[config.mk]
export PLATFORM = sky130hd
export DESIGN_NAME = rfs_cmd_fifo
export DESIGN_NICKNAME = d
export VERILOG_FILES = /design/src/rtl/rfs_pkg.sv /design/src/rtl/rfs_cmd_fifo.sv
export SDC_FILE = /design/constraint.sdc
export NUM_CORES = 1
export LEC_CHECK = 0
export BUFFER_PORTS_ARGS = -buffer_cell sky130_fd_sc_hd__buf_2
export CORE_MARGIN = 1
export CORE_UTILIZATION = 30
export DETAILED_ROUTE_END_ITERATION = 10
export GPL_TIMING_DRIVEN = 0
export HOLD_SLACK_MARGIN = 0.03
export PLACE_DENSITY_LB_ADDON = 0.08
export SLEW_MARGIN = 0
export SYNTH_ARGS = -nofsm -noshare
export SYNTH_HDL_FRONTEND = slang
export SYNTH_SLANG_ARGS = --single-unit
[constraint.sdc]
create_clock -name clock -period 4.3 [get_ports clock]
set_input_delay 0.215 -clock clock [delete_from_list [all_inputs] [get_ports clock]]
set_output_delay 0.215 -clock clock [all_outputs]
set_load 0.03 [all_outputs]
[src/rtl/rfs_pkg.sv]
`timescale 1ns / 1ps
`default_nettype none
// ----------------------------------------------------------------------------
// rfs_pkg: shared types and constants of the rotating filter scatter engine
// Sizes, register indexes, command/result records and clamp helpers.
// ----------------------------------------------------------------------------
package rfs_pkg;

   // design limits
   localparam int MAX_ROTATIONS = 8;
   localparam int MAX_ENTRIES   = 128;
   localparam int MAX_PLANES    = 1024;
   localparam int MAX_ORIENT    = 8;
   localparam int MAX_KERNEL    = 4;
   localparam int TABLE_DEPTH   = 1024;

   // derived widths
   localparam int ROT_W    = $clog2(MAX_ROTATIONS + 1);
   localparam int ENT_W    = $clog2(MAX_ENTRIES + 1);
   localparam int ECNT_W   = $clog2(MAX_ENTRIES);
   localparam int PLANE_W  = $clog2(MAX_PLANES + 1);
   localparam int PCNT_W   = $clog2(MAX_PLANES);
   localparam int TAB_AW   = $clog2(TABLE_DEPTH);
   localparam int TAB_DW   = 8;
   localparam int WORD_W   = 32;
   localparam int ADDR_W   = 30;
   localparam int STRIDE_W = PLANE_W + ENT_W;
   localparam int SPAN_W   = STRIDE_W + ROT_W;

   // register field widths
   localparam int CFG_PLANE_W  = 11;
   localparam int CFG_ORIENT_W = 4;
   localparam int CFG_KERNEL_W = 3;
   localparam int CFG_ROT_W    = 4;
   localparam int CSR_IDX_W    = 3;
   localparam int CSR_DATA_W   = 11;

   // register indexes
   localparam logic [CSR_IDX_W-1:0] REG_OUT_PLANES    = 3'd0;
   localparam logic [CSR_IDX_W-1:0] REG_IN_PLANES     = 3'd1;
   localparam logic [CSR_IDX_W-1:0] REG_ORIENTATIONS  = 3'd2;
   localparam logic [CSR_IDX_W-1:0] REG_KERNEL_HEIGHT = 3'd3;
   localparam logic [CSR_IDX_W-1:0] REG_KERNEL_WIDTH  = 3'd4;
   localparam logic [CSR_IDX_W-1:0] REG_ROTATIONS     = 3'd5;

   // request function codes
   localparam logic FUNC_TABLE  = 1'b0;
   localparam logic FUNC_WEIGHT = 1'b1;

   // effective configuration after clamping
   typedef struct packed {
      logic [PLANE_W-1:0] op;
      logic [PLANE_W-1:0] ip;
      logic [ROT_W-1:0]   rot;
      logic [ENT_W-1:0]   ent;
   } cfg_type;

   // command from the front to the back
   typedef struct packed {
      logic                is_weight;
      logic [TAB_AW-1:0]   tab_addr;
      logic [TAB_DW-1:0]   tab_value;
      logic [WORD_W-1:0]   word;
      logic [ADDR_W-1:0]   base;
      logic [STRIDE_W-1:0] stride;
      logic [TAB_AW-1:0]   tpos;
      logic [ROT_W-1:0]    rot;
      logic [ENT_W-1:0]    ent;
      logic                bank_end;
   } cmd_type;

   // one result
   typedef struct packed {
      logic [ADDR_W-1:0] addr;
      logic [WORD_W-1:0] word;
      logic              last_run;
      logic              bad;
      logic              last_bank;
   } rsp_type;

   // plane count clamped to 1..MAX_PLANES
   function automatic logic [PLANE_W-1:0] clamp_planes(input logic [CFG_PLANE_W-1:0] v);
      logic [PLANE_W-1:0] r;
      if (v == '0) r = PLANE_W'(1);
      else if (int'(v) > MAX_PLANES) r = PLANE_W'(MAX_PLANES);
      else r = PLANE_W'(v);
      return r;
   endfunction

   // rotation count clamped to 1..MAX_ROTATIONS
   function automatic logic [ROT_W-1:0] clamp_rot(input logic [CFG_ROT_W-1:0] v);
      logic [ROT_W-1:0] r;
      if (v == '0) r = ROT_W'(1);
      else if (int'(v) > MAX_ROTATIONS) r = ROT_W'(MAX_ROTATIONS);
      else r = ROT_W'(v);
      return r;
   endfunction

   // entries per plane pair: orientations * rows * columns, clamped
   function automatic logic [ENT_W-1:0] calc_entries(input logic [CFG_ORIENT_W-1:0] o,
                                                     input logic [CFG_KERNEL_W-1:0] h,
                                                     input logic [CFG_KERNEL_W-1:0] w);
      logic [3:0] oc;
      logic [2:0] hc;
      logic [2:0] wc;
      logic [7:0] prod;
      logic [ENT_W-1:0] r;
      oc = (o == '0) ? 4'd1 : ((int'(o) > MAX_ORIENT) ? 4'(MAX_ORIENT) : o);
      hc = (h == '0) ? 3'd1 : ((int'(h) > MAX_KERNEL) ? 3'(MAX_KERNEL) : h);
      wc = (w == '0) ? 3'd1 : ((int'(w) > MAX_KERNEL) ? 3'(MAX_KERNEL) : w);
      prod = 8'(oc) * 8'(hc) * 8'(wc);
      if (int'(prod) > MAX_ENTRIES) r = ENT_W'(MAX_ENTRIES);
      else r = ENT_W'(prod);
      return r;
   endfunction

endpackage
`default_nettype wire

[src/rtl/rfs_cmd_fifo.sv]
`timescale 1ns / 1ps
`default_nettype none
// ----------------------------------------------------------------------------
// rfs_cmd_fifo: two-entry command queue between front and back
// Decouples request intake from the rotation sequencer.
// ----------------------------------------------------------------------------
module rfs_cmd_fifo (
   input  wire               clock,
   input  wire               reset,
   input  wire               push,
   input  rfs_pkg::cmd_type  push_data,
   output logic              full,
   input  wire               pop,
   output rfs_pkg::cmd_type  pop_data,
   output logic              empty
);

   localparam int DEPTH = 2;
   localparam int AW    = $clog2(DEPTH);
   localparam int CW    = $clog2(DEPTH + 1);

   rfs_pkg::cmd_type  mem_ff [DEPTH];
   logic [AW-1:0]     wr_ptr_ff, wr_ptr_in;
   logic [AW-1:0]     rd_ptr_ff, rd_ptr_in;
   logic [CW-1:0]     cnt_ff, cnt_in;
   logic              do_push;
   logic              do_pop;

   assign full     = (cnt_ff == CW'(DEPTH));
   assign empty    = (cnt_ff == '0);
   assign pop_data = mem_ff[rd_ptr_ff];
   assign do_push  = push && !full;
   assign do_pop   = pop && !empty;

   // pointer and fill count
   always_comb begin
      wr_ptr_in = do_push ? wr_ptr_ff + AW'(1) : wr_ptr_ff;
      rd_ptr_in = do_pop ? rd_ptr_ff + AW'(1) : rd_ptr_ff;
      cnt_in    = cnt_ff + CW'(do_push) - CW'(do_pop);
   end

   always_ff @(posedge clock) begin
      if (reset) begin
         wr_ptr_ff <= '0;
         rd_ptr_ff <= '0;
         cnt_ff    <= '0;
      end else begin
         wr_ptr_ff <= wr_ptr_in;
         rd_ptr_ff <= rd_ptr_in;
         cnt_ff    <= cnt_in;
      end
   end

   // entry storage
   always_ff @(posedge clock) begin
      if (do_push) begin
         mem_ff[wr_ptr_ff] <= push_data;
      end
   end

endmodule
`default_nettype wire

* Word level (Yosys, flattened, before mapping)
Memories as Yosys holds them, arrays and structs flattened. A register that Yosys moved wholly into a read port is not among the register bits.
Cells that the tools add are included.
** Storage, ports and cells
- Bits in registers :: 4
- Memory bits (writable) :: 246
- Bits of input ports :: 127
- Output and inout bits :: 125
- Memories :: 1
** Memory list
- mem_ff :: depth 2, bits a word 123, read ports 1, clocked after Yosys merged registers in 1, write ports 1, RTL line rfs_cmd_fifo.sv:22 : rfs_pkg::cmd_type mem_ff [DEPTH];
** Cells by class
- Add/subtract/negate cells :: 4
- Eq/ne operators :: 1
- Multiplexer cells :: 4
- Reductions and logical operators :: 5
** Operator list (count)
- two-way mux 1 bit :: 4
- adder 1 bit, second input constant :: 2
- adder 2 x 1 -> 2 bit :: 1
- == test 2 bit, second input constant :: 1
- logical AND 1 bit :: 2
- logical NOT 1 bit :: 2
- logical NOT 2 bit :: 1
- subtractor 2 x 1 -> 2 bit :: 1

* Longest topological paths before layout
- Depth after elaboration :: 5
- Gate-level depth with buffers :: 8

* Worst setup path after synthesis
Ideal clock, no wire load.
- Kind :: reg-to-reg
- From :: reg cnt_ff[0]
- To :: mem mem_ff[1][0] in the netlist's numbering (enable)
- Arrival :: 3359 ps
- Slack :: 444 ps
- Stages on the path, launching flop included :: 3
- Path buffers :: 0
- Path through :: dfxtp_1 nand2b_2 and3_1
** Between the ends
- Cells in the longest elaborated chain, start to end :: 5
** RTL lines
- from (decl) :: RTL line rfs_cmd_fifo.sv:25 : logic [CW-1:0] cnt_ff, cnt_in;
- from (signal assigned) :: RTL line rfs_cmd_fifo.sv:50 : cnt_ff <= cnt_in;
- == test 2 bit :: RTL line rfs_cmd_fifo.sv:29 : assign full = (cnt_ff == CW'(DEPTH));
- logical NOT 1 bit :: RTL line rfs_cmd_fifo.sv:32 : assign do_push = push && !full;
- logical AND 1 bit :: RTL line rfs_cmd_fifo.sv:32
- two-way mux 1 bit :: RTL line rfs_cmd_fifo.sv:56 : if (do_push) begin
- two-way mux 1 bit (not written as such) :: RTL line rfs_cmd_fifo.sv:57 : mem_ff[wr_ptr_ff] <= push_data;
- to (decl) :: RTL line rfs_cmd_fifo.sv:22
Every way passes these cells.

* Final worst setup path
- From :: reg cnt_ff[0]
- To :: mem mem_ff[0][43] in the netlist's numbering (enable)
Same word-level chain as after synthesis.

==> results.sh <==
export IMPL_status="finished, final reports clean"
export IMPL_hold_depth=4
export IMPL_final_setup_tns_ps=0
export IMPL_yosysTopAreaCell="edfxtp_1"
export IMPL_reg2reg_depth=5
export IMPL_fp_dieW_um=179
export IMPL_crit_slowest_cell="inv_6"
export IMPL_clkLatencyLatePin_ps=530
export IMPL_cts_tree="done"
export IMPL_synth_seq_cells=251
export IMPL_syn_area_mm2=0.00940
export IMPL_area_delta_synth_final_pct=42.5
export IMPL_slew_headroom_pct=56.5
export IMPL_cts_buffers=29
export IMPL_power_density_mw_per_mm2=618
export IMPL_clk_pin_slew_ps=60
export IMPL_num_antenna_cells=0
export IMPL_period_share_pct=52.2
export IMPL_cp_data_arrival_time_ps=2440
export IMPL_hold_violations=0
export IMPL_cp_max_fo=63
export IMPL_yosys_top_cells_area="edfxtp_1 79%, mux2_4 11%, mux2_2 6.4%"
export IMPL_port_buffers=251
export IMPL_fin_crit_ps=2240
export IMPL_finalSetupViolCount=0
export IMPL_synth_top_family_by_area="multiplexers"
export IMPL_total_power_mw=8.27
export IMPL_ys_flop_type="edfxtp_1"
export IMPL_hpwlAfterDp_mm=12.5
export IMPL_cp_top_family="buffers and inverters"
export IMPL_synthSimpleGateAreaFrac_pct=0.612
export IMPL_layout_cells_non_filler=1236
export IMPL_yosysMostFrequentCell="edfxtp_1"
export IMPL_grt_pass1_wl_mm=28.8
export IMPL_final_util_pct=43.7
export IMPL_yosys_warnings=0
export IMPL_synth_cells=410
export IMPL_async_reset_ff_share_pct=0
export IMPL_clockBufferDepth=3
export IMPL_avgSynthCellArea_um2=22.9
export IMPL_endpoint_kind="flop"
export IMPL_grt_pass1_vias=5542
export IMPL_drt_pass1_iter_count=4
export IMPL_rsz0062_at_grt="no"
export IMPL_antenna_found_initial=1
export IMPL_root_buffer="clkbuf_16"
export IMPL_synth_edf_count=246
export IMPL_io_pins=252
export IMPL_synthesis_nets=539
export IMPL_ir_worst_vdd_mv=0.374
export IMPL_dieArea_mm2=0.0320
export IMPL_maxClockFrequency_ghz=0.446
export IMPL_crit_chain="nand2b_2 > inv_1 > or3_1 > inv_6 > buf_16"
export IMPL_ys_seq_area_share_pct=79.7
export IMPL_avgRoutedWirePerCell_um=15.5
export IMPL_viasPerCell=4.19
export IMPL_dp_cells=1060
export IMPL_cp_buffers_inverters=3
export IMPL_slowest_delay_ps=480
export IMPL_max_cap_violations=0
export IMPL_drt_iter0_drc=207
export IMPL_start_util_pct=30.6
export IMPL_antenna_left=0
export IMPL_cp_depth=5
export IMPL_crit_required_ps=4490
export IMPL_crit_type="reg2reg"
export IMPL_grt_max_degree=64
export IMPL_final_nets=948
export IMPL_dieHeight_um=179
export IMPL_drc=0
export IMPL_start_kind="flop"
export IMPL_vias=5174
export IMPL_track_usage_pct=11.6
export IMPL_synth_xor_area_share_pct=0.186
export IMPL_synth_common_cells="246 x edfxtp_1, 70 x mux2_4, 53 x mux2_2"
export IMPL_slew_violations=0
export IMPL_worst_slew_pin_slew_ps=653
export IMPL_rows=64
export IMPL_globalplace_congestion=0.702
export IMPL_grt_ovfl_total=0
export IMPL_min_path_type="in2reg"
export IMPL_synth_compound_area_share_pct=0.186
export IMPL_yosysTopAreaCellShare_pct=78.6
export IMPL_p_leak_nw=5.19
export IMPL_drive_above_1_share_pct=52.0
export IMPL_drt_total_wl_mm=19.2
export IMPL_synth_mux_area_share_pct=17.5
export IMPL_clock_sinks=251
export IMPL_fin_skew_ps=3.96
export IMPL_ctsHtreeMaxLevel=1
export IMPL_core_mm2=0.0307
export IMPL_synth_fa_ha_area_share_pct=0.266
export IMPL_synth_distinct_cells=22
export IMPL_ctsResizeCount=0
## sequential cells by signal (all words and copies together) (netlist names), named ones only
signal,flops
mem_ff,246
cnt_ff,2
wr_ptr_ff,1
rd_ptr_ff,1
## metal layers
metal  track usage, %  routed length, µm  share of wire [%]
met3             4.43               1870                9.7
met1             13.7               7830                 41
met4             3.74                427                2.2
met5                0                 13              0.068
met2             19.4               9080                 47
## per-stage QoR
stage	setup slack [ps]	instance area, µm²	hold slack, ps
detailed placement	2010	11200	406
finish	2060	13400	104
CTS	1990	13400	76.3
global route	1890	13400	109
global placement	-1390	11100	402
floorplan	444	9400	284
## power breakdown
| part | switching, mW | internal (mW) | total (mW) |
|---|---|---|---|
| Combinational | 1.67 | 1.08 | 2.75 |
| Clock | 0.918 | 1.40 | 2.32 |
| Sequential | 0.0826 | 3.12 | 3.20 |
| Total | 2.67 | 5.60 | 8.27 |
## final cells by class
type,count,area [µm²]
Multi-Input combinational cell,141,1770
Sequential cell,251,7490
Clock buffer,33,741
Clock inverter,19,166
Timing Repair Buffer,378,2580
Tap cell,396,495
Buffer,14,130
Fill cell,2757,17300
Inverter,4,20.0
## final timing paths
path	start	end	slack [ps]
worst min-delay path	pop	flop	100
worst max register to register	cnt_ff[0]	mem_ff[0][43]	2060
worst max-delay path	cnt_ff[0]	mem_ff[0][43]	2060
worst min register to register	wr_ptr_ff	wr_ptr_ff	500
## cells in the final DEF, fill, tap and decap left out, types with 2 or more instances in the layout
| cell type | instances |
|---|---|
| dlygate4sd3_1 | 124 |
| mux2_4 | 70 |
| clkbuf_1 | 4 |
| edfxtp_1 | 246 |
| inv_1 | 3 |
| buf_16 | 3 |
| clkinv_1 | 5 |
| clkbuf_16 | 29 |
| buf_2 | 256 |
| ha_1 | 2 |
| bufinv_16 | 3 |
| clkinv_2 | 10 |
| buf_6 | 8 |
| nor2_1 | 4 |
| dfxtp_1 | 5 |
| mux2_2 | 53 |
## worst register-to-register path, stage by stage, from the launching register on
cell and delay (ps):
dfxtp_1 370, nand2b_2 160, inv_1 60, or3_1 390
inv_6 480, buf_16 370
## repair_timing
item / 4_1_cts / 5_1_grt
hold buffers: 124 / 0
endpoints found under the hold margin: 251 / 0
buffers inserted: 0 / 0
setup endpoints to repair: 0 / 0
## cell families (layout without fill, tap and decap cells)
kind of cell             Yosys count  count (layout)
AND/OR/NAND/NOR                   11              11
XOR/XNOR                           2               2
AO/OA/AOI/OAI                      3               3
buffers and inverters             18             448
flip-flops                       251             251
adder cells (fa/ha/maj)            2               2
multiplexers                     123             123
Power figures use the tool's default switching activity.
