==> config.mk <==
export PLATFORM = sky130hd
export DESIGN_NAME = rfs_front
export DESIGN_NICKNAME = d
export VERILOG_FILES = /design/src/rtl/rfs_pkg.sv /design/src/rtl/rfs_front.sv
export SDC_FILE = /design/constraint.sdc
export NUM_CORES = 1
export LEC_CHECK = 0
export ABC_AREA = 1
export BUFFER_PORTS_ARGS = -buffer_cell sky130_fd_sc_hd__buf_2
export CAP_MARGIN = 20
export CELL_PAD_IN_SITES_DETAIL_PLACEMENT = 1
export CELL_PAD_IN_SITES_GLOBAL_PLACEMENT = 1
export CORE_UTILIZATION = 35
export CTS_CLUSTER_SIZE = 8
export DETAILED_ROUTE_END_ITERATION = 12
export MAX_ROUTING_LAYER = met4
export PLACE_DENSITY_LB_ADDON = 0.1
export REMOVE_ABC_BUFFERS = 1
export SYNTH_ARGS = -nofsm -noshare
export SYNTH_HDL_FRONTEND = slang
export SYNTH_SLANG_ARGS = --single-unit
==> constraint.sdc <==
create_clock -name clock -period 5.25 [get_ports clock]
set_input_delay 0.525 -clock clock [delete_from_list [all_inputs] [get_ports clock]]
set_output_delay 0.525 -clock clock [all_outputs]
set_load 0.005 [all_outputs]
==> src/rtl/rfs_pkg.sv <==
`timescale 1ns / 1ps
`default_nettype none
// ----------------------------------------------------------------------------
// rfs_pkg: shared types and constants of the rotating filter scatter engine
// Sizes, register indexes, command/result records and clamp helpers.
// ----------------------------------------------------------------------------
package rfs_pkg;

   // design limits
   localparam int MAX_ROTATIONS = 8;
   localparam int MAX_ENTRIES   = 128;
   localparam int MAX_PLANES    = 1024;
   localparam int MAX_ORIENT    = 8;
   localparam int MAX_KERNEL    = 4;
   localparam int TABLE_DEPTH   = 1024;

   // derived widths
   localparam int ROT_W    = $clog2(MAX_ROTATIONS + 1);
   localparam int ENT_W    = $clog2(MAX_ENTRIES + 1);
   localparam int ECNT_W   = $clog2(MAX_ENTRIES);
   localparam int PLANE_W  = $clog2(MAX_PLANES + 1);
   localparam int PCNT_W   = $clog2(MAX_PLANES);
   localparam int TAB_AW   = $clog2(TABLE_DEPTH);
   localparam int TAB_DW   = 8;
   localparam int WORD_W   = 32;
   localparam int ADDR_W   = 30;
   localparam int STRIDE_W = PLANE_W + ENT_W;
   localparam int SPAN_W   = STRIDE_W + ROT_W;

   // register field widths
   localparam int CFG_PLANE_W  = 11;
   localparam int CFG_ORIENT_W = 4;
   localparam int CFG_KERNEL_W = 3;
   localparam int CFG_ROT_W    = 4;
   localparam int CSR_IDX_W    = 3;
   localparam int CSR_DATA_W   = 11;

   // register indexes
   localparam logic [CSR_IDX_W-1:0] REG_OUT_PLANES    = 3'd0;
   localparam logic [CSR_IDX_W-1:0] REG_IN_PLANES     = 3'd1;
   localparam logic [CSR_IDX_W-1:0] REG_ORIENTATIONS  = 3'd2;
   localparam logic [CSR_IDX_W-1:0] REG_KERNEL_HEIGHT = 3'd3;
   localparam logic [CSR_IDX_W-1:0] REG_KERNEL_WIDTH  = 3'd4;
   localparam logic [CSR_IDX_W-1:0] REG_ROTATIONS     = 3'd5;

   // request function codes
   localparam logic FUNC_TABLE  = 1'b0;
   localparam logic FUNC_WEIGHT = 1'b1;

   // effective configuration after clamping
   typedef struct packed {
      logic [PLANE_W-1:0] op;
      logic [PLANE_W-1:0] ip;
      logic [ROT_W-1:0]   rot;
      logic [ENT_W-1:0]   ent;
   } cfg_type;

   // command from the front to the back
   typedef struct packed {
      logic                is_weight;
      logic [TAB_AW-1:0]   tab_addr;
      logic [TAB_DW-1:0]   tab_value;
      logic [WORD_W-1:0]   word;
      logic [ADDR_W-1:0]   base;
      logic [STRIDE_W-1:0] stride;
      logic [TAB_AW-1:0]   tpos;
      logic [ROT_W-1:0]    rot;
      logic [ENT_W-1:0]    ent;
      logic                bank_end;
   } cmd_type;

   // one result
   typedef struct packed {
      logic [ADDR_W-1:0] addr;
      logic [WORD_W-1:0] word;
      logic              last_run;
      logic              bad;
      logic              last_bank;
   } rsp_type;

   // plane count clamped to 1..MAX_PLANES
   function automatic logic [PLANE_W-1:0] clamp_planes(input logic [CFG_PLANE_W-1:0] v);
      logic [PLANE_W-1:0] r;
      if (v == '0) r = PLANE_W'(1);
      else if (int'(v) > MAX_PLANES) r = PLANE_W'(MAX_PLANES);
      else r = PLANE_W'(v);
      return r;
   endfunction

   // rotation count clamped to 1..MAX_ROTATIONS
   function automatic logic [ROT_W-1:0] clamp_rot(input logic [CFG_ROT_W-1:0] v);
      logic [ROT_W-1:0] r;
      if (v == '0) r = ROT_W'(1);
      else if (int'(v) > MAX_ROTATIONS) r = ROT_W'(MAX_ROTATIONS);
      else r = ROT_W'(v);
      return r;
   endfunction

   // entries per plane pair: orientations * rows * columns, clamped
   function automatic logic [ENT_W-1:0] calc_entries(input logic [CFG_ORIENT_W-1:0] o,
                                                     input logic [CFG_KERNEL_W-1:0] h,
                                                     input logic [CFG_KERNEL_W-1:0] w);
      logic [3:0] oc;
      logic [2:0] hc;
      logic [2:0] wc;
      logic [7:0] prod;
      logic [ENT_W-1:0] r;
      oc = (o == '0) ? 4'd1 : ((int'(o) > MAX_ORIENT) ? 4'(MAX_ORIENT) : o);
      hc = (h == '0) ? 3'd1 : ((int'(h) > MAX_KERNEL) ? 3'(MAX_KERNEL) : h);
      wc = (w == '0) ? 3'd1 : ((int'(w) > MAX_KERNEL) ? 3'(MAX_KERNEL) : w);
      prod = 8'(oc) * 8'(hc) * 8'(wc);
      if (int'(prod) > MAX_ENTRIES) r = ENT_W'(MAX_ENTRIES);
      else r = ENT_W'(prod);
      return r;
   endfunction

endpackage
`default_nettype wire

==> src/rtl/rfs_front.sv <==
`timescale 1ns / 1ps
`default_nettype none
// ----------------------------------------------------------------------------
// rfs_front: request intake and address base calculation
// Takes one request, computes strides and the base address of a weight over
// three multiply steps, keeps the bank position counters, hands a command on.
// ----------------------------------------------------------------------------
module rfs_front (
   input  wire                          clock,
   input  wire                          reset,
   input  wire                          req_push,
   output logic                         req_full,
   input  wire                          req_func,
   input  wire  [rfs_pkg::TAB_AW-1:0]   req_table_addr,
   input  wire  [rfs_pkg::TAB_DW-1:0]   req_table_value,
   input  wire  [rfs_pkg::WORD_W-1:0]   req_weight_word,
   input  rfs_pkg::cfg_type             cfg,
   output logic                         cmd_push,
   output rfs_pkg::cmd_type             cmd_data,
   input  wire                          cmd_full
);

   localparam logic [2:0] S_IDLE = 3'd0;
   localparam logic [2:0] S_MUL1 = 3'd1;
   localparam logic [2:0] S_MUL2 = 3'd2;
   localparam logic [2:0] S_MUL3 = 3'd3;
   localparam logic [2:0] S_SEND = 3'd4;

   logic [2:0]                     state_ff, state_in;
   logic                           func_ff, func_in;
   logic [rfs_pkg::TAB_AW-1:0]     taddr_ff, taddr_in;
   logic [rfs_pkg::TAB_DW-1:0]     tval_ff, tval_in;
   logic [rfs_pkg::WORD_W-1:0]     word_ff, word_in;
   logic [rfs_pkg::ENT_W-1:0]      ent_ff, ent_in;
   logic [rfs_pkg::STRIDE_W-1:0]   stride_ff, stride_in;
   logic [rfs_pkg::SPAN_W-1:0]     span_ff, span_in;
   logic [rfs_pkg::ADDR_W-1:0]     ipterm_ff, ipterm_in;
   logic [rfs_pkg::ADDR_W-1:0]     base_ff, base_in;
   logic [rfs_pkg::TAB_AW-1:0]     tpos_ff, tpos_in;
   logic                           bank_ff, bank_in;
   logic [rfs_pkg::PCNT_W-1:0]     opc_ff, opc_in;
   logic [rfs_pkg::PCNT_W-1:0]     ipc_ff, ipc_in;
   logic [rfs_pkg::ECNT_W-1:0]     ec_ff, ec_in;
   logic [rfs_pkg::ENT_W-1:0]      ec_next;
   logic [rfs_pkg::PLANE_W-1:0]    ipc_next;
   logic [rfs_pkg::PLANE_W-1:0]    opc_next;

   assign req_full = (state_ff != S_IDLE);

   // position counters plus one, at the width of their limits
   assign ec_next  = rfs_pkg::ENT_W'(ec_ff) + rfs_pkg::ENT_W'(1);
   assign ipc_next = rfs_pkg::PLANE_W'(ipc_ff) + rfs_pkg::PLANE_W'(1);
   assign opc_next = rfs_pkg::PLANE_W'(opc_ff) + rfs_pkg::PLANE_W'(1);

   // command toward the back
   always_comb begin
      cmd_data.is_weight = (func_ff == rfs_pkg::FUNC_WEIGHT);
      cmd_data.tab_addr  = taddr_ff;
      cmd_data.tab_value = tval_ff;
      cmd_data.word      = word_ff;
      cmd_data.base      = base_ff;
      cmd_data.stride    = stride_ff;
      cmd_data.tpos      = tpos_ff;
      cmd_data.rot       = cfg.rot;
      cmd_data.ent       = ent_ff;
      cmd_data.bank_end  = bank_ff;
   end

   // sequencer and datapath
   always_comb begin
      state_in  = state_ff;
      func_in   = func_ff;
      taddr_in  = taddr_ff;
      tval_in   = tval_ff;
      word_in   = word_ff;
      ent_in    = ent_ff;
      stride_in = stride_ff;
      span_in   = span_ff;
      ipterm_in = ipterm_ff;
      base_in   = base_ff;
      tpos_in   = tpos_ff;
      bank_in   = bank_ff;
      opc_in    = opc_ff;
      ipc_in    = ipc_ff;
      ec_in     = ec_ff;
      cmd_push  = 1'b0;
      case (state_ff)
         S_IDLE: begin
            if (req_push) begin
               func_in  = req_func;
               taddr_in = req_table_addr;
               tval_in  = req_table_value;
               word_in  = req_weight_word;
               ent_in   = cfg.ent;
               state_in = (req_func == rfs_pkg::FUNC_WEIGHT) ? S_MUL1 : S_SEND;
            end
         end
         // in-plane stride, in-plane term, table row, end of bank
         S_MUL1: begin
            stride_in = rfs_pkg::STRIDE_W'(cfg.ip) * rfs_pkg::STRIDE_W'(ent_ff);
            ipterm_in = rfs_pkg::ADDR_W'(ipc_ff) * rfs_pkg::ADDR_W'(ent_ff);
            tpos_in   = rfs_pkg::TAB_AW'(rfs_pkg::TAB_AW'(ec_ff) * rfs_pkg::TAB_AW'(cfg.rot));
            bank_in   = (ec_next >= ent_ff) && (ipc_next >= cfg.ip) && (opc_next >= cfg.op);
            state_in  = S_MUL2;
         end
         // out-plane stride
         S_MUL2: begin
            span_in  = rfs_pkg::SPAN_W'(cfg.rot) * rfs_pkg::SPAN_W'(stride_ff);
            state_in = S_MUL3;
         end
         // base address, wrapped to the address width
         S_MUL3: begin
            base_in  = rfs_pkg::ADDR_W'(opc_ff) * rfs_pkg::ADDR_W'(span_ff) + ipterm_ff;
            state_in = S_SEND;
         end
         S_SEND: begin
            if (!cmd_full) begin
               cmd_push = 1'b1;
               state_in = S_IDLE;
               // advance bank position after a weight
               if (func_ff == rfs_pkg::FUNC_WEIGHT) begin
                  if (ec_next >= ent_ff) begin
                     ec_in = '0;
                     if (ipc_next >= cfg.ip) begin
                        ipc_in = '0;
                        opc_in = (opc_next >= cfg.op) ? '0 : rfs_pkg::PCNT_W'(opc_next);
                     end else begin
                        ipc_in = rfs_pkg::PCNT_W'(ipc_next);
                     end
                  end else begin
                     ec_in = rfs_pkg::ECNT_W'(ec_next);
                  end
               end
            end
         end
         default: begin
            state_in = S_IDLE;
         end
      endcase
   end

   // control registers
   always_ff @(posedge clock) begin
      if (reset) begin
         state_ff <= S_IDLE;
         opc_ff   <= '0;
         ipc_ff   <= '0;
         ec_ff    <= '0;
      end else begin
         state_ff <= state_in;
         opc_ff   <= opc_in;
         ipc_ff   <= ipc_in;
         ec_ff    <= ec_in;
      end
   end

   // payload registers
   always_ff @(posedge clock) begin
      func_ff   <= func_in;
      taddr_ff  <= taddr_in;
      tval_ff   <= tval_in;
      word_ff   <= word_in;
      ent_ff    <= ent_in;
      stride_ff <= stride_in;
      span_ff   <= span_in;
      ipterm_ff <= ipterm_in;
      base_ff   <= base_in;
      tpos_ff   <= tpos_in;
      bank_ff   <= bank_in;
   end

endmodule
`default_nettype wire

**After elaboration in Yosys (flattened, before gate mapping)**

Cells that the tools add are included.

- Register bits: 190
- Latch bits: 0
- Memory bits (writable): 0
- ROM bits: 0
- Output and inout bits: 125
- Memories: 0

- Add/sub/neg operators: 4
- Multiply operators: 5
- Divide/modulo/power cells: 0
- $lt $le $gt $ge: 3
- Eq/ne operators: 6
- Shifts and indexed selects: 0
- Muxes and demuxes: 9
- Bitwise logic cells: 1
- Reduce and logical (&&, ||, !) cells: 9

Operators by type and width:

| operator | count |
|---|---|
| $add A30 B18 Y30 | 1 |
| $mul A10 B23 Y30 | 1 |
| $mul A4 B19 Y23 | 1 |
| $add A10 B1 Y11 const B | 2 |
| $ge A11 B11 Y1 | 2 |
| $mux W10 | 2 |
| $mul A11 B8 Y19 | 1 |
| $mul A10 B8 Y18 | 1 |
| $pmux W3 S5 | 1 |
| $mul A7 B4 Y10 | 1 |
| $mux W3 | 3 |
| $add A7 B1 Y8 const B | 1 |
| $ge A8 B8 Y1 | 1 |
| $mux W7 | 1 |
| $eq A3 B2 Y1 const B | 2 |
| $reduce_and A5 Y1 | 1 |
| $ne A2 B2 Y1 const B | 2 |
| $reduce_and A2 Y1 | 2 |
| $reduce_and A4 Y1 | 1 |
| $eq A3 B1 Y1 const B | 1 |
| $eq A3 B3 Y1 const B | 1 |
| $logic_not A3 Y1 | 1 |
| $reduce_and A3 Y1 | 1 |
| $reduce_bool A3 Y1 | 1 |
| 3 further kinds | 5 |

**Depth between registers and ports, before layout**

Gate-level depths: netlist of the first run.

- Depth in word-level cells: 4
- Mapped depth: 24
- Mapped depth without buffers: 22

**Worst setup path before layout of the first run**

Ideal clock, no wire load.

- Path kind: register to register
- Start: register opc_ff[7] (netlist bit)
- End: register base_ff[14] (netlist bit) (data pin)
- Library setup time: 0.261 ns
- Data arrival time: 4.538 ns
- Path slack: 0.451 ns
- Cell stages (with the launch flop): 19
- Path buffers: 2
- Period minus slack after synthesis: 4.799 ns
- Path through: dfxtp_1 > clkbuf_1 > buf_1 > nand2_1 > fa_1 > fa_1 > inv_1 > fa_1 > fa_1 > inv_1 > fa_1 > inv_1 > ha_1 > a21o_1 > a21oi_1 > nand3_1 > nand2_1 > nand2_1 > xor2_1

- Word-level cells in the longest chain between the ends: 2

RTL lines:

| what | RTL line | RTL |
|---|---|---|
| from (decl) | rfs_front.sv:41 | `logic [rfs_pkg::PCNT_W-1:0] opc_ff, opc_in;` |
| from (signal assigned) | rfs_front.sv:151 | `opc_ff <= opc_in;` |
| $mul A10 B23 Y30 | rfs_front.sv:113 | `base_in = rfs_pkg::ADDR_W'(opc_ff) * rfs_pkg::ADDR_W'(span_ff) + ipterm_ff;` |
| $add A30 B18 Y30 | rfs_front.sv:113 |  |
| to (signal assigned) | rfs_front.sv:167 | `base_ff <= base_in;` |
| to (decl) | rfs_front.sv:38 | `logic [rfs_pkg::ADDR_W-1:0] base_ff, base_in;` |

Every way passes these cells.
A chain may end at the register's enable or synchronous reset.

**Worst setup path in the final report of the first run**

- Start: register span_ff[17] (netlist bit)
- End: register base_ff[24] (netlist bit) (data pin)

- Word-level cells in the longest chain between the ends: 2

RTL lines:

| what | RTL line | RTL |
|---|---|---|
| from (decl) | rfs_front.sv:36 | `logic [rfs_pkg::SPAN_W-1:0] span_ff, span_in;` |
| from (signal assigned) | rfs_front.sv:165 | `span_ff <= span_in;` |
| $mul A10 B23 Y30 | rfs_front.sv:113 |  |
| $add A30 B18 Y30 | rfs_front.sv:113 |  |

Every way passes these cells.

==> flow_summary_export.csv, run 1 <==
group,metric,value,unit
run_status,outcome,"complete, no violations",
synthesis,synth_edf_count,160,
timing,worst_slack,0.245,ns
timing,layout_min_cycle_time,5.01,ns
route,final_antenna_net_count,0,
min_path,min_to,"ent_ff[2]$_DFFE_PP_",
finish,seq_area,5410,um^2
timing,post-route-period-util,95.3,%
placement,place_area,26400,um^2
global_routing,antenna_found_initial,0,
die,die_x,264,um
clocking,numCtsBuffers,17,
synthesis,synth_seq_cells,190,
pwr,power.density,256,nW/um^2
setup_path,reg2reg_depth,20,
setup_path,crit_path_end_kind,"register",
route,first_pass_iters,4,
finish,fin_area,27400,um^2
flow_run,drv_cap,0,
setup_path,path_buf_inv,7,
placement,pre_cts_ws,-0.240,ns
timing,maxSlewHeadroom,41.4,%
pwr,p_sw_share,44.0,%
placement,portBuffers,213,
global_routing,gr-total-overflow,0,
pwr,p_leak,15.7,nW
synthesis,yosys.area.top_type,"fa_1",
route,drc_errors,0,
synthesis,async_reset_ff_share,0,%
finish,final_nets,3805,
setup_path,path_class,"register to register",
setup_path,cp.arrival,5.27,ns
min_path,min-delay-start,"cfg[2]",
finish,fill_cells,8219,
die,rows,95,
setup_path,path_delay_family,"adder cells",
die,die_height,264,um
setup_path,r2r_end,"base_ff[24]$_DFFE_PP_",
finish,multi_input_area,15400,um^2
finish,area.growth.synth_to_final,13.9,%
setup_path,path_max_fanout,7,
die,coreArea,67500,um^2
placement,place.gp.congestion,0.887,
clocking,ctsHoldBuffers,0,
pwr,clkPwrFrac,21.0,%
route,num_vias,18900,
setup_path,worstPathCellList,"buf_4, nand2_1, inv_1, fa_1, inv_1, fa_1, inv_1, fa_1, fa_1, inv_1, fa_1, inv_1, ha_1, a21oi_1, o21ai_0, buf_4, a21oi_2, nand3_1, nand2_1, nand2_1",
pwr,pwr-share-comb,48.8,%
global_routing,grt_pass1_vias,21500,
setup_path,max_stage_delay,0.52,ns
global_routing,grt_pass1_wl,113000,um
synthesis,syn_area,24000,um^2
synthesis,synth_top_area_share,27.3,%
setup_path,crit_path_top_delay_cell,"edfxtp_1",
synthesis,synth_flop_cell,"edfxtp_1",
die,die_area,69700,um^2
clocking,cts.clk_slew.worst_paths,0.10,ns
min_path,hold_path_class,"input port to register",
pwr,p_switching,3.08,mW
setup_path,rrSetupSlack,0.24,ns
synthesis,synth_seq_area_share,22.5,%
die,start_util,35.6,%
finish,drive_gt1_share,12.0,%
route,drtIter0Drc,515,
timing,hold_violations,0,
pwr,cell_internal_pwr,3.93,mW
pwr,pwr-share-seq,30.2,%
clocking,cts_num_sinks,190,
route,wire_per_inst,17.0,um
global_routing,grt_use_total,21.2,%
clocking,cts_buffer_depth,2,
clocking,clkLatencyLatePin,0.51,ns
global_routing,grt_max_degree,60,
timing,fin_worst_skew,0.0212,ns
setup_path,start_kind,"register",
clocking,h-tree-depth,4,
setup_path,r2r-start,"span_ff[17]$_DFFE_PP_",
finish,num_antenna_cells,0,
setup_path,worstPathRequired,5.52,ns
route,drt_wl_total,69000,um
synthesis,syn-mean-instance-area,8.16,um^2
clocking,cts_tree,"done",
clocking,clockRootBuffer,"clkbuf_16",
die,ios,214,
synthesis,synth.top_cells.by_area,"fa_1 (27%), edfxtp_1 (20%), nand2_1 (13%)",
route,viasPerCell,4.65,
synthesis,ys_warn_count,0,
synthesis,yosysUniqueCellTypes,39,
timing,tightest_slew,0.880,ns
timing,slew_violations,0,
timing,setup_viol,0,
timing,clock.fmax,200,MHz
synthesis,syn-instance-count,2945,
pwr,ir_drop,0.296,mV
min_path,whs_path_depth,1,
placement,place_hpwl,57700,um
layout make-up:
type / instances / share of cell area [%]
inverters: 743 / 10.2
well taps: 873 / 3.99
multi-input cells: 1897 / 56.4
flip-flops and latches: 190 / 19.8
repair buffers: 327 / 7.39
clock buffers: 17 / 1.55
clock inverters: 15 / 0.763
worst reg2reg max path, cell delays in order (launching register included):
cell and delay (ns):
edfxtp_1 0.52, buf_4 0.22, nand2_1 0.06, inv_1 0.05, fa_1 0.47, inv_1 0.05, fa_1 0.52, inv_1 0.05
fa_1 0.46, fa_1 0.49, inv_1 0.05, fa_1 0.47, inv_1 0.04, ha_1 0.34, a21oi_1 0.21, o21ai_0 0.15
buf_4 0.16, a21oi_2 0.21, nand3_1 0.12, nand2_1 0.07, nand2_1 0.05
timing repair:
action,4_1_cts,5_1_grt
setup endpoints to repair,6,15
setup buffers,10,29
pin swaps,0,0
gates resized for setup,3,15
worst max-delay path by stage:
stage	end	startpoint	slack, ns	depth (start not counted)
6_report	base_ff[24]$_DFFE_PP_	span_ff[17]$_DFFE_PP_	0.24	20
3_5_place_dp	base_ff[24]$_DFFE_PP_	opc_ff[5]$_SDFFE_PP0P_	-0.24	17
4_1_cts	base_ff[24]$_DFFE_PP_	span_ff[14]$_DFFE_PP_	0.03	20
3_3_place_gp	base_ff[24]$_DFFE_PP_	opc_ff[5]$_SDFFE_PP0P_	-0.19	17
2_1_floorplan	base_ff[14]$_DFFE_PP_	opc_ff[1]$_SDFFE_PP0P_	0.44	16
5_1_grt	base_ff[23]$_DFFE_PP_	opc_ff[4]$_SDFFE_PP0P_	-0.01	20
per-layer routing:
layer	track usage [%]	vias to the layer above	wire length, um	part of all wire (%)
li1	-	9217	-	-
met1	24.9	9408	30400	44
met2	37.4	180	35200	51
met3	3.31	69	1900	2.8
met4	5.75	0	1520	2.2
met5	-	-	0	0
cell families after synthesis:
logic type               after synthesis  synth area share, %
flip-flops                           190                 22.5
buffers and inverters                858                 13.6
AND/OR/NAND/NOR                     1088                 18.2
AO/OA/AOI/OAI                        179                 4.06
adder cells (fa/ha/maj)              540                 38.3
XOR/XNOR                              90                 3.28
power by group through the flow:
| stage | combinational, mW | clock [mW] | sequential (mW) |
|---|---|---|---|
| 2_1_floorplan | 2.33 | 0 | 2.17 |
| 3_3_place_gp | 3.31 | 0 | 2.20 |
| 3_5_place_dp | 3.36 | 0 | 2.21 |
| 4_1_cts | 3.42 | 1.54 | 2.16 |
| 5_1_grt | 3.97 | 1.57 | 2.14 |
| 6_report | 3.42 | 1.47 | 2.12 |
registers in the layout, summed over array words and instances, names as in the netlist:
signal     cells
bank_ff        1
base_ff       30
taddr_ff      10
func_ff        1
word_ff       32
span_ff       23
tpos_ff       10
tval_ff        8
ipc_ff        10
opc_ff        10
state_ff       3
ipterm_ff     18
stride_ff     19
ec_ff          7
ent_ff         8
stage by stage:
stage / cells / utilization, % / hold WS [ns] / setup TNS, ns / power, mW
detailed placement: 3991 / 39.1 / 0.534 / -0.393 / 5.57
global route: 4062 / 40.6 / 0.145 / -0.0108 / 7.68
CTS: 4033 / 40.2 / 0.134 / 0 / 7.12
floorplan: 2830 / - / 0.525 / 0 / 4.50
finish: 4062 / 40.6 / 0.179 / 0 / 7.01
global placement: 3990 / 39.1 / 0.510 / -0.187 / 5.51
placed cells by master (no fill, tap or decap), drive strengths merged, types with 5 or more instances in the layout:
master,count
nor3,21
a21oi,102
o21ai,44
xnor2,17
xor2,73
nand2,818
fa,328
nand4,25
nand3,78
ha,212
o21bai,7
edfxtp,160
a21o,10
dfxtp,30
buf,327
nand3b,5
nor2,132
inv,755
clkbuf,17
Yosys cell counts, types with 2 or more instances:
master    instances
nand2_4           2
nor4_1            3
edfxtp_1        160
inv_1           743
nor2_4            3
o31ai_1           3
nor3_1           21
a21oi_1         102
xor2_1           73
dfxtp_1          30
nor3b_1           2
a211oi_1          3
buf_1             8
buf_6             2
nand2_1         816
nand3_1          77
xnor2_1          17
nor2_1          129
buf_2             2
nand3b_1          5
ha_1            212
o21ai_0          44
o21bai_1          7
a21o_1           10
o21a_1            4
clkbuf_1         95
nand4_1          25
a31oi_1           3
fa_1            328
buf_4             7
(Power assumes the default switching activity.)
==> run 2: changes to the inputs <==
- CTS_CLUSTER_DIAMETER: default -> 80
- PLACE_DENSITY: default -> 0.72
- PLACE_DENSITY_LB_ADDON: 0.1 -> default
==> run 2 against run 1 <==
Against the previous run:
- fmax down 1.1%
- routed wire length down 5.6%
- cell area down 1.0%
- register-to-register slack worse by 0.05 ns
- highest routed layer unchanged
==> flow_summary_export.csv, run 2 (synthesized netlist as in run 1, its figures left out) <==
group,metric,value,unit
route,num_vias,19000,
die,rows,95,
timing,clock.fmax,198,MHz
flow_run,drv_cap,0,
finish,multi_input_area,15400,um^2
timing,finalSetupTns,0,ns
route,drt_wl_total,65200,um
die,ios,214,
setup_path,path_class,"register to register",
timing,setup_viol,0,
clocking,cts_tree,"done",
die,die_area,69700,um^2
timing,hold_violations,0,
route,final_antenna_net_count,0,
timing,tightest_slew,1.07,ns
pwr,ir_drop,0.278,mV
clocking,clkLatencyLatePin,0.51,ns
timing,post-route-period-util,96.4,%
setup_path,worstPathRequired,5.50,ns
finish,final_cell_mix,"nand2_1 (816), inv_1 (743), fa_1 (328), buf_2 (214), ha_1 (212)",
clocking,numCtsBuffers,17,
setup_path,start_kind,"register",
global_routing,grt_use_total,19.9,%
clocking,h-tree-depth,4,
placement,place.gp.congestion,0.872,
pwr,power.density,261,nW/um^2
run_status,outcome,"complete, no violations",
route,viasPerCell,4.71,
timing,layout_min_cycle_time,5.06,ns
global_routing,grt_pass1_wl,107000,um
finish,fill_cells,8206,
die,die_x,264,um
timing,slew_violations,0,
min_path,hold_path_class,"input port to register",
finish,seq_area,5410,um^2
finish,largest_reg_flops,32,
route,first_pass_iters,5,
timing,rsz0062_at_grt,"yes",
route,wire_per_inst,16.2,um
placement,portBuffers,213,
timing,fin_worst_skew,0.0319,ns
finish,area.growth.synth_to_final,12.7,%
placement,place_hpwl,53700,um
global_routing,grt_pass1_vias,20600,
global_routing,antenna_found_initial,1,
clocking,cts.clk_slew.worst_paths,0.10,ns
timing,maxSlewHeadroom,28.3,%
die,die_height,264,um
die,coreArea,67500,um^2
setup_path,path_max_fanout,6,
clocking,ctsHoldBuffers,0,
finish,drive_gt1_share,10.7,%
setup_path,crit_path_end_kind,"register",
clocking,cts_num_sinks,190,
finish,final_util,40.1,%
finish,top_register,"word_ff",
finish,top_regs,"word_ff x32, base_ff x30, span_ff x23",
pwr,p_leak,15.5,nW
die,start_util,35.6,%
route,drc_errors,0,
clocking,cts_buffer_depth,2,
setup_path,cp.arrival,5.31,ns
global_routing,grt_max_degree,57,
finish,final_nets,3771,
route,drtIter0Drc,826,
finish,final_common_cell,"nand2_1",
global_routing,gr-total-overflow,0,
clocking,clockRootBuffer,"clkbuf_16",
[run 2: worst paths after layout]
check	startpoint	end	slack (ns)	cells past startpoint
setup / recovery	span_ff[18]$_DFFE_PP_	base_ff[23]$_DFFE_PP_	0.19	18
hold / removal	req_weight_word[20]	word_ff[20]$_DFFE_PP_	0.17	1
setup reg to reg	span_ff[18]$_DFFE_PP_	base_ff[23]$_DFFE_PP_	0.19	18
hold reg to reg	opc_ff[2]$_SDFFE_PP0P_	opc_ff[2]$_SDFFE_PP0P_	0.58	4
[run 2: metrics by stage]
step	total power, mW	hold slack, ns	area [um^2]	cells	worst slack (ns)
2_1_floorplan	4.50	0.525	23600	2830	0.437
3_3_place_gp	5.50	0.539	26200	3963	0.0925
3_5_place_dp	5.57	0.564	26200	3963	0.0255
4_1_cts	7.12	0.129	26800	3995	0.0634
5_1_grt	7.72	0.151	27100	4029	-0.0213
6_report	7.07	0.173	27100	4029	0.191
[run 2: worst max-delay path, stage by stage (launching register included)]
cell      delay [ns]
edfxtp_1        0.48
buf_2           0.22
nand2_1         0.09
fa_1            0.43
fa_1            0.57
inv_1           0.06
fa_1            0.54
inv_1           0.05
fa_1            0.39
fa_1            0.51
inv_1           0.04
ha_1            0.35
nand2_1         0.14
nor2_1          0.18
inv_1           0.09
nor3_1          0.28
nand4_1         0.19
nand4_1         0.13
nand2_1         0.06
[run 2: cell type report]
cell class / count / area share (%)
multi-input cells: 1897 / 56.8
flip-flops and latches: 190 / 20.0
inverters: 743 / 10.3
repair buffers: 293 / 6.51
well taps: 873 / 4.03
clock buffers: 17 / 1.57
clock inverters: 15 / 0.836
diodes: 1 / 0.00923
[run 2: power breakdown]
group | internal [mW] | total (mW) | leakage [nW] | switching (mW)
clock | 0.680 | 1.49 | 0.314 | 0.814
sequential | 1.98 | 2.14 | 1.74 | 0.166
combinational | 1.28 | 3.44 | 13.4 | 2.16
total | 3.93 | 7.07 | 15.5 | 3.14
[run 2: what timing repair did]
action / in CTS / in global routing
endpoints found under the setup margin: 2 / 18
endpoints found under the hold margin: 0 / 0
gates resized for setup: 1 / 4
buffers inserted: 0 / 33
[run 2: per-layer routing]
layer	global-route usage [%]	share of wire, %
met1	24.9	46
met2	33.4	49
met3	3.56	3.9
met4	4.68	1.2
met5	-	0
==> run 3: changes to the inputs <==
- ABC_AREA: 1 -> default
- CORE_UTILIZATION: 35 -> 48
- PLACE_DENSITY: 0.72 -> 0.89
==> run 3 against run 2 <==
Against the previous run:
- the flow now finishes with violations (setup timing)
- count of clock-buffer cells in the layout did not move
- register-to-register slack got worse by 0.33 ns
- worst setup slack got worse by 0.33 ns
==> flow_summary_export.csv, run 3 <==
group,metric,value,unit
die,ios,214,
timing,slew_violations,0,
finish,drive_gt1_share,17.7,%
die,start_util,48.5,%
route,final_antenna_net_count,0,
timing,hold_violations,0,
setup_path,path_class,"register to register",
die,coreArea,46500,um^2
global_routing,gr-total-overflow,0,
global_routing,met3_usage,4.29,%
route,drt_wl_total,67300,um
synthesis,syn-instance-count,2309,
run_status,outcome,"complete, but fails checks",
synthesis,synth_seq_area_share,24.0,%
pwr,p_leak,13.1,nW
clocking,cts_tree,"done",
finish,largest_reg_flops,32,
setup_path,start_kind,"register",
global_routing,grt_use_total,29.7,%
synthesis,yosysUniqueCellTypes,63,
timing,setup_viol,8,
finish,final_nets,3220,
setup_path,cp.arrival,5.64,ns
placement,pre_cts_ws,-0.231,ns
synthesis,synth_seq_cells,190,
global_routing,antenna_found_initial,2,
global_routing,busiest_layer,"met2",
synthesis,ys_warn_count,0,
flow_run,drv_cap,0,
route,first_pass_iters,7,
finish,area.growth.synth_to_final,15.5,%
finish,final_cell_mix,"inv_1 (407), nand2_1 (323), fa_1 (323), buf_2 (214), ha_1 (205)",
clocking,cts_num_sinks,190,
finish,top_register,"word_ff",
timing,rsz0062_at_grt,"yes",
synthesis,synth_top_area_share,29.1,%
global_routing,grt_pass1_vias,20200,
clocking,cts.clk_slew.worst_paths,0.08,ns
finish,fin_area,26000,um^2
timing,layout_min_cycle_time,5.39,ns
timing,tightest_slew,0.879,ns
die,rows,79,
global_routing,met2_usage,52.6,%
placement,place_hpwl,53800,um
die,die_height,219,um
placement,place_area,24800,um^2
min_path,hold_path_class,"input port to register",
synthesis,synth_flop_cell,"edfxtp_1",
pwr,total_power,6.37,mW
die,die_x,219,um
setup_path,crit_path_end_kind,"register",
clocking,clockRootBuffer,"clkbuf_16",
synthesis,syn_area,22500,um^2
run_status,violations,"setup timing",
synthesis,syn-mean-instance-area,9.76,um^2
timing,hold_slack,0.187,ns
synthesis,synth.top_cells.by_area,"fa_1 (29%), edfxtp_1 (21%), ha_1 (12%)",
synthesis,synth.most_common_cell,"inv_1",
finish,top_regs,"word_ff x32, base_ff x30, span_ff x23",
route,viasPerCell,5.46,
placement,portBuffers,213,
timing,clock.fmax,186,MHz
synthesis,ys_top_cells_by_count,"inv_1 (412), fa_1 (328), nand2_1 (327)",
clocking,numCtsBuffers,17,
pwr,power.density,245,nW/um^2
placement,place.gp.congestion,0.936,
global_routing,grt_max_degree,60,
route,num_vias,17500,
route,wire_per_inst,21.0,um
global_routing,grt_pass1_wl,105000,um
synthesis,synth_edf_count,160,
die,die_area,47800,um^2
setup_path,rrSetupSlack,-0.14,ns
global_routing,use_met1,32.5,%
finish,final_common_cell,"inv_1",
timing,maxSlewHeadroom,41.2,%
setup_path,path_max_fanout,4,
timing,post-route-period-util,103,%
clocking,h-tree-depth,4,
timing,worst_slack,-0.139,ns
route,drtIter0Drc,1057,
finish,final_util,56.0,%
setup_path,worstPathRequired,5.50,ns
timing,fin_worst_skew,0.0113,ns
synthesis,yosys.area.top_type,"fa_1",
finish,fill_cells,5230,
pwr,ir_drop,0.224,mV
clocking,ctsHoldBuffers,0,
clocking,clkLatencyLatePin,0.51,ns
route,drc_errors,0,
clocking,cts_buffer_depth,2,
synthesis,async_reset_ff_share,0,%
==> run 3: kinds of logic (layout without fill, tap and decap cells) <==
logic type                 Yosys count  in the layout  share of synthesized area [%]
AOI/OAI and AO/OA                  250            250                           7.17
xor gates and xnor gates           111            111                           4.31
adders and majority gates          540            540                           40.9
buffers and inverters              519            814                           8.78
DFF                                190            190                           24.0
muxes                                3              3                          0.133
other                                0              2                              0
and+or+nand+nor                    696            696                           14.7
==> run 3: what timing repair did <==
item,CTS,global route
endpoints found under the hold margin,0,0
resized for setup,35,43
pin swaps,6,18
endpoints found under the setup margin,15,17
cloned,0,0
setup buffers,10,27
==> run 3: final timing paths <==
| path | start | endpoint | cells after the start |
|---|---|---|---|
| max | span_ff[7]$_DFFE_PP_ | base_ff[27]$_DFFE_PP_ | 17 |
| max reg2reg | span_ff[7]$_DFFE_PP_ | base_ff[27]$_DFFE_PP_ | 17 |
| min | req_table_addr[4] | taddr_ff[4]$_DFFE_PP_ | 1 |
| min reg2reg | ipterm_ff[0]$_DFFE_PP_ | base_ff[0]$_DFFE_PP_ | 1 |
==> run 3: per-stage QoR <==
| step | std cells | TNS, ns |
|---|---|---|
| floorplan | 2205 | -1.28 |
| global placement | 3142 | -0.00907 |
| detailed placement | 3142 | -1.75 |
| CTS | 3184 | -0.166 |
| global route | 3213 | -2.51 |
| finish | 3213 | -0.550 |
==> run 3: worst max-delay path, cell delays in order, from the launching register on <==
cell and delay (ns):
edfxtp_1 0.44, buf_6 0.15, buf_2 0.17, and2_1 0.19, fa_1 0.61, fa_1 0.47
fa_1 0.54, fa_1 0.44, fa_1 0.50, ha_4 0.32, buf_4 0.14, nand3_1 0.11
nor2_1 0.13, a311o_1 0.32, nor3_2 0.08, nor2_2 0.20, mux2i_1 0.24, xnor2_1 0.08
==> run 3: area by class of cell <==
type / instances / area, um^2 / share of cell area [%]
Inverter: 415 / 1560 / 6.00
Clock buffer: 17 / 425 / 1.63
Sequential cell: 190 / 5410 / 20.8
Timing Repair Buffer: 367 / 2280 / 8.78
Antenna cell: 2 / 5.00 / 0.0192
Clock inverter: 15 / 169 / 0.649
Tap cell: 607 / 759 / 2.92
Multi-Input combinational cell: 1600 / 15400 / 59.2
==> run 3: where the power goes <==
part / total (mW) / switching, mW / internal (mW)
Clock: 1.35 / 0.709 / 0.640
Combinational: 2.97 / 1.71 / 1.26
Sequential: 2.04 / 0.136 / 1.91
==> run 3: metal layers <==
metal | part of all wire (%) | up-vias | routed length [um]
met5 | 0 | - | 0
met4 | 4.6 | 0 | 3120
met3 | 5.1 | 200 | 3450
met2 | 52 | 630 | 35200
met1 | 38 | 8878 | 25600
li1 | - | 7823 | -
